$ cat src/rtl/fcf_pkg.sv
// ----------------------------------------------------------------------------
// fcf_pkg
// Shared types and constants for the allocation-table chain free block.
// ----------------------------------------------------------------------------
package fcf_pkg;

   localparam int FAT_ENTRIES = 4096;
   localparam int ADDR_W = $clog2(FAT_ENTRIES);
   localparam logic [16:0] FAT_LIMIT = 17'(FAT_ENTRIES);

   localparam logic [15:0] END_MARK = 16'hFFFF;
   localparam logic [15:0] FIRST_DATA_BLOCK = 16'd5;
   localparam logic [15:0] FREE_WORD = 16'd3;

   localparam logic [1:0] FUNC_WRITE = 2'd0;
   localparam logic [1:0] FUNC_READ = 2'd1;
   localparam logic [1:0] FUNC_FREE = 2'd2;

   localparam logic CSR_CARD_PRESENT = 1'b0;
   localparam logic CSR_BLOCK_COUNT = 1'b1;

   typedef enum logic [1:0] {
      STATUS_READY = 2'd0,
      STATUS_NO_CARD = 2'd1,
      STATUS_BROKEN = 2'd2
   } status_type;

   typedef struct packed {
      logic [1:0]  func;
      logic [15:0] index;
      logic [15:0] write_data;
   } req_payload_type;

   typedef struct packed {
      logic [1:0]  status;
      logic [15:0] read_data;
      logic [15:0] free_count;
   } rsp_payload_type;

   typedef struct packed {
      logic       capture;
      logic       write_word;
      logic       read_issue;
      logic       read_capture;
      logic       walk_read;
      logic       walk_link;
      logic       set_status;
      status_type status_code;
      logic       finish;
   } cmd_type;

   typedef struct packed {
      logic       card;
      logic [1:0] func;
      logic       link_end;
      logic       link_bad;
      logic       rsp_busy;
   } stat_type;

endpackage

$ cat src/rtl/fcf_ctrl.sv
// ----------------------------------------------------------------------------
// fcf_ctrl
// Sequencer for table loads, reads and chain frees.
// ----------------------------------------------------------------------------
module fcf_ctrl (
   input  logic              clock,
   input  logic              reset,
   input  logic              req_valid,
   output logic              req_ready,
   input  fcf_pkg::stat_type stat,
   output fcf_pkg::cmd_type  cmd
);
   import fcf_pkg::*;

   typedef enum logic [2:0] {
      S_IDLE,
      S_DECODE,
      S_RD_WAIT,
      S_CHECK,
      S_LINK,
      S_FINISH
   } state_type;

   state_type state_ff;
   state_type state_in;

   always_ff @(posedge clock) begin
      if (reset) begin
         state_ff <= S_IDLE;
      end else begin
         state_ff <= state_in;
      end
   end

   assign req_ready = (state_ff == S_IDLE);

   always_comb begin
      state_in = state_ff;
      cmd = '0;
      cmd.status_code = STATUS_READY;
      case (state_ff)
         S_IDLE: begin
            if (req_valid) begin
               cmd.capture = 1'b1;
               state_in = S_DECODE;
            end
         end
         S_DECODE: begin
            if (!stat.card) begin
               cmd.set_status = 1'b1;
               cmd.status_code = STATUS_NO_CARD;
               state_in = S_FINISH;
            end else begin
               case (stat.func)
                  FUNC_WRITE: begin
                     cmd.write_word = 1'b1;
                     state_in = S_FINISH;
                  end
                  FUNC_READ: begin
                     cmd.read_issue = 1'b1;
                     state_in = S_RD_WAIT;
                  end
                  FUNC_FREE: begin
                     state_in = S_CHECK;
                  end
                  default: begin
                     state_in = S_FINISH;
                  end
               endcase
            end
         end
         S_RD_WAIT: begin
            cmd.read_capture = 1'b1;
            state_in = S_FINISH;
         end
         S_CHECK: begin
            if (stat.link_end) begin
               state_in = S_FINISH;
            end else if (stat.link_bad) begin
               cmd.set_status = 1'b1;
               cmd.status_code = STATUS_BROKEN;
               state_in = S_FINISH;
            end else begin
               cmd.walk_read = 1'b1;
               state_in = S_LINK;
            end
         end
         S_LINK: begin
            cmd.walk_link = 1'b1;
            state_in = S_CHECK;
         end
         S_FINISH: begin
            if (!stat.rsp_busy) begin
               cmd.finish = 1'b1;
               state_in = S_IDLE;
            end
         end
         default: begin
            state_in = S_IDLE;
         end
      endcase
   end

endmodule

$ cat config.mk
export PLATFORM = sky130hd
export DESIGN_NAME = fcf_ctrl
export DESIGN_NICKNAME = d
export VERILOG_FILES = /design/src/rtl/fcf_pkg.sv /design/src/rtl/fcf_ctrl.sv
export SDC_FILE = /design/constraint.sdc
export NUM_CORES = 1
export LEC_CHECK = 0
export CORE_AREA = 3 3 40 42
export CTS_CLUSTER_DIAMETER = 200
export CTS_CLUSTER_SIZE = 24
export DETAILED_ROUTE_END_ITERATION = 8
export DIE_AREA = 0 0 43 45
export DONT_BUFFER_PORTS = 1
export PLACE_DENSITY = 0.38
export SYNTH_ARGS = -nofsm -noshare
export SYNTH_HDL_FRONTEND = slang
export SYNTH_SLANG_ARGS = --single-unit
$ cat constraint.sdc
create_clock -name clock -period 1.51 [get_ports clock]
set_input_delay 0.0755 -clock clock [delete_from_list [all_inputs] [get_ports clock]]
set_output_delay 0.0755 -clock clock [all_outputs]
set_load 0.02 [all_outputs]
* Yosys cells after proc, flatten, opt, wreduce, memory -nomap -nowiden
Index checks and enable logic that the tools add are counted.
** Cells by class
- Multiply operators :: 0
- Equal/unequal tests :: 9
- Mux-type cells :: 24
- Reduce and logical (&&, ||, !) cells :: 3
- Divide/modulo/power cells :: 0
- $add $sub $neg :: 0
- $lt $le $gt $ge :: 0
- Bitwise logic cells :: 0
- Shift operators :: 0
** Operator list (number)
- $mux W3 :: 7
- $pmux W3 S6 :: 1
- $mux W1 :: 12
- $pmux W3 S2 :: 2
- $eq A3 B2 Y1 const B :: 2
- $eq A3 B3 Y1 const B :: 2
- $mux W2 :: 2
- $ne A2 B2 Y1 const B :: 2
- $eq A3 B1 Y1 const B :: 1
- $logic_not A3 Y1 :: 1
- $eq A2 B1 Y1 const B :: 1
- $eq A2 B2 Y1 const B :: 1
- $logic_not A2 Y1 :: 1
- $reduce_and A2 Y1 :: 1
** Storage, ports and cells
- Logic and storage cells :: 37
- Bits in registers :: 3
- Input port bits :: 9
- Memory bits (writable) :: 0
- Bits in read-only memories :: 0
- Memories kept :: 0
- Bits in latches :: 0

* Depth between registers and ports, before layout
- Depth after elaboration :: 4
- Depth in mapped cells :: 5
- Gate-level depth less buffers :: 5

* Worst setup path after synthesis
No wires, ideal clock.
- Kind :: register -> output
- Start point :: reg state_ff[0]
- End point :: out cmd[9] (netlist bit)
- Required time :: 1.434 ns
- Path slack :: 0.131 ns
- Cell stages (with the launch flop) :: 4
- Arrival time :: 1.303 ns
- Cells stage by stage :: dfxtp_1 buf_4 nor3_1 and2_1
** RTL lines
- start, declared :: RTL line fcf_ctrl.sv:24 : state_type state_ff;
- start signal, assigned :: RTL line fcf_ctrl.sv:31 : state_ff <= state_in;
- end, declared :: RTL line fcf_ctrl.sv:11 : output fcf_pkg::cmd_type cmd

==> impl_metrics.tcl <==
set metrics [dict create \
    outcome "finished clean" \
    irDropWorstVdd_mv 0.262 \
    gr-total-overflow 0 \
    wirelength_um 838 \
    synth_edf_count 0 \
    met2_usage_pct 15.9 \
    hold_path.class "primary input to flip-flop" \
    synth_area_leaders "dfxtp_1, ha_1, nor4_4" \
    yosys.area.top_type "dfxtp_1" \
    grt_pass1_wl_um 1480 \
    area_delta_synth_final_pct 21.5 \
    final-instance-count-excl-fill 62 \
    hold_violations 0 \
    detail-route-antenna-nets 0 \
    syn_avg_cell_area_sq_um 8.50 \
    grt_pass1_vias 346 \
    crit_type "flip-flop to output pin" \
    met3_usage_pct 2.39 \
    synth_mux_area_share_pct 0 \
    worstPathRequired_ps 1430 \
    min-delay-start "req_valid" \
    leakage_nw 0.162 \
    crit_start "state_ff[2]" \
    rr_startpoint "state_ff[0]" \
    r2r.worst_path.cells 3 \
    synth_top_area_share_pct 18.1 \
    worst_clock_skew_ps 1.38 \
    numCtsBuffers 3 \
    nFillCells 150 \
    synth_cells 39 \
    yosysMostFrequentCell "inv_1" \
    rrSetupSlack_ps 380 \
    synth.distinct_cells 25 \
    synth-compound-area-share_pct 23.0 \
    clock-sinks 3 \
    arrival_ps 1350 \
    fin_nets 59 \
    period_needed_ps 1420 \
    grt_busiest_layer "met2" \
    setup.worst_path.end "cmd[3]" \
    grt_util_met1_pct 11.0 \
    synthAdderAreaFrac_pct 7.55 \
    antenna_found_initial 0 \
    worst_slew_pin_slew_ps 450 \
    n_antenna_cell 0 \
    clkLatencyLatePin_ps 230 \
    fmax_mhz 703 \
    regMostFlops "state_ff" \
    rsz0062_at_grt "false" \
    core_area_sq_um 1280 \
    first_pass_iters 3 \
    clk_pin_slew_ps 40 \
    num_rows 13 \
    clockBufferDepth 2 \
    finalSetupTns_ps 0 \
    worstPathMaxFanout 10 \
    crit_path_end_kind "output pin" \
    grt_max_degree 13 \
    grt_use_total_pct 10.2 \
    drcViolationCount 0 \
    layout-drive-gt1-share_pct 34.0 \
    cts_root_buf "clkbuf_4" \
    timing.slew.headroom_pct 69.9 \
    async_flop_share_pct 0 \
    portBuffers 0 \
    synth_top_family_by_area "simple AND/OR/NAND/NOR gates" \
    die_x_um 43 \
    vias 326 \
    initial_core_util_pct 25.8 \
    yosys.area_share.simple_pct 35.8 \
    drt_iter0_drc 2 \
    cts.htree.levels 1 \
    setup_violations 0 \
    cts_setup_buffers 0 \
    yosysWarnings 0 \
    slew_violations 0 \
    period_share_pct 94.2 \
    syn_area_sq_um 332 \
    power_density_nw_per_um2 1140 \
    power.total_uw 458 \
    cts_tree "yes" \
    place_inst 57 \
    synth_seq_area_share_pct 18.1 \
    place.gp.congestion 0.697 \
    reg.largest.list "state_ff: 3 flops" \
    synth_ff_type "dfxtp_1" \
    synth-xor-area-share_pct 0 \
    synth_common_cells "inv_1, nor3_1, dfxtp_1" \
    start_kind "flip-flop" \
    cap_violations 0 \
    r2r-end "state_ff[0]" \
    ios 20 \
    syn_nets 50 \
    ys_seq_elements 3 \
    die_area_sq_um 1940 \
    routedWlPerCell_um 13.5 \
    drt-vias-per-instance 5.26 \
    dieHeight_um 45 \
    largest_reg_flops 3 \
]
## logic make-up (layout without fill, tap and decap cells)
kind of cell               count (synthesis)  in the layout
AOI/OAI and AO/OA                         10             10
buffers and inverters                      8             16
adders and majority gates                  2              2
and+or+nand+nor                           16             16
DFF                                        3              3
## cell usage in the layout (no fill, tap or decap)
cell type,count
a211oi_1,1
o21ai_1,1
nor4_1,1
nor4_4,1
and2_1,2
ha_1,2
clkbuf_4,3
o21ai_0,1
buf_4,6
nor2b_1,1
inv_1,5
nand2_1,1
clkbuf_1,1
a311oi_1,1
and4b_2,1
and4_1,2
o311ai_1,1
dlygate4sd3_1,1
and4bb_2,1
dfxtp_2,3
nor3_1,4
o21bai_1,1
a21oi_1,2
a41oi_2,1
a21boi_1,1
nor2_1,2
## report_power, final
| group | leakage (nW) | internal (mW) | switching [mW] |
|---|---|---|---|
| sequential | 0.0258 | 0.0970 | 0.0437 |
| combinational | 0.122 | 0.0740 | 0.104 |
| clock | 0.0150 | 0.0990 | 0.0409 |
| total | 0.162 | 0.270 | 0.188 |
## critical path, stage by stage (launching register included)
cell and delay, ps:
dfxtp_2 440, and4bb_2 260, and2_1 160, o21bai_1 260
## per-layer routing
| metal | vias up | share of wire, % |
|---|---|---|
| li1 | 161 | - |
| met1 | 146 | 41 |
| met2 | 17 | 45 |
| met3 | 2 | 11 |
| met4 | 0 | 2.9 |
| met5 | - | 0 |
## cell type report
cell class                      count  area, sq um  area share [%]
Inverter                            5         18.8            4.66
Multi-Input combinational cell     28          220            54.7
Clock buffer                        4         26.3            6.52
Tap cell                           15         18.8            4.66
Sequential cell                     3         63.8            15.8
Timing Repair Buffer                7         55.1            13.7
## what timing repair did
item / CTS / global route
endpoints found under the hold margin: 3 / 0
hold buffers: 1 / 0
gates resized for setup: 3 / 0
setup endpoints to repair: 1 / 0
## stage by stage
| step | instance area (sq um) | hold slack (ps) | utilization [%] | setup slack, ps |
|---|---|---|---|---|
| floorplan | 332 | 148 | - | 131 |
| global placement | 363 | 151 | 28.2 | 219 |
| detailed placement | 363 | 154 | 28.2 | 201 |
| CTS | 403 | 78.8 | 31.4 | 85.3 |
| global route | 403 | 111 | 31.4 | 41.7 |
| finish | 403 | 77.2 | 31.4 | 87.3 |
## worst min path at each step
stage                              to  cells after the start
after floorplan           state_ff[0]                      1
after global placement    state_ff[0]                      1
after detailed placement  state_ff[0]                      1
after CTS                 state_ff[2]                      2
after global routing      state_ff[2]                      2
final                     state_ff[2]                      2
(Power assumes the default switching activity.)
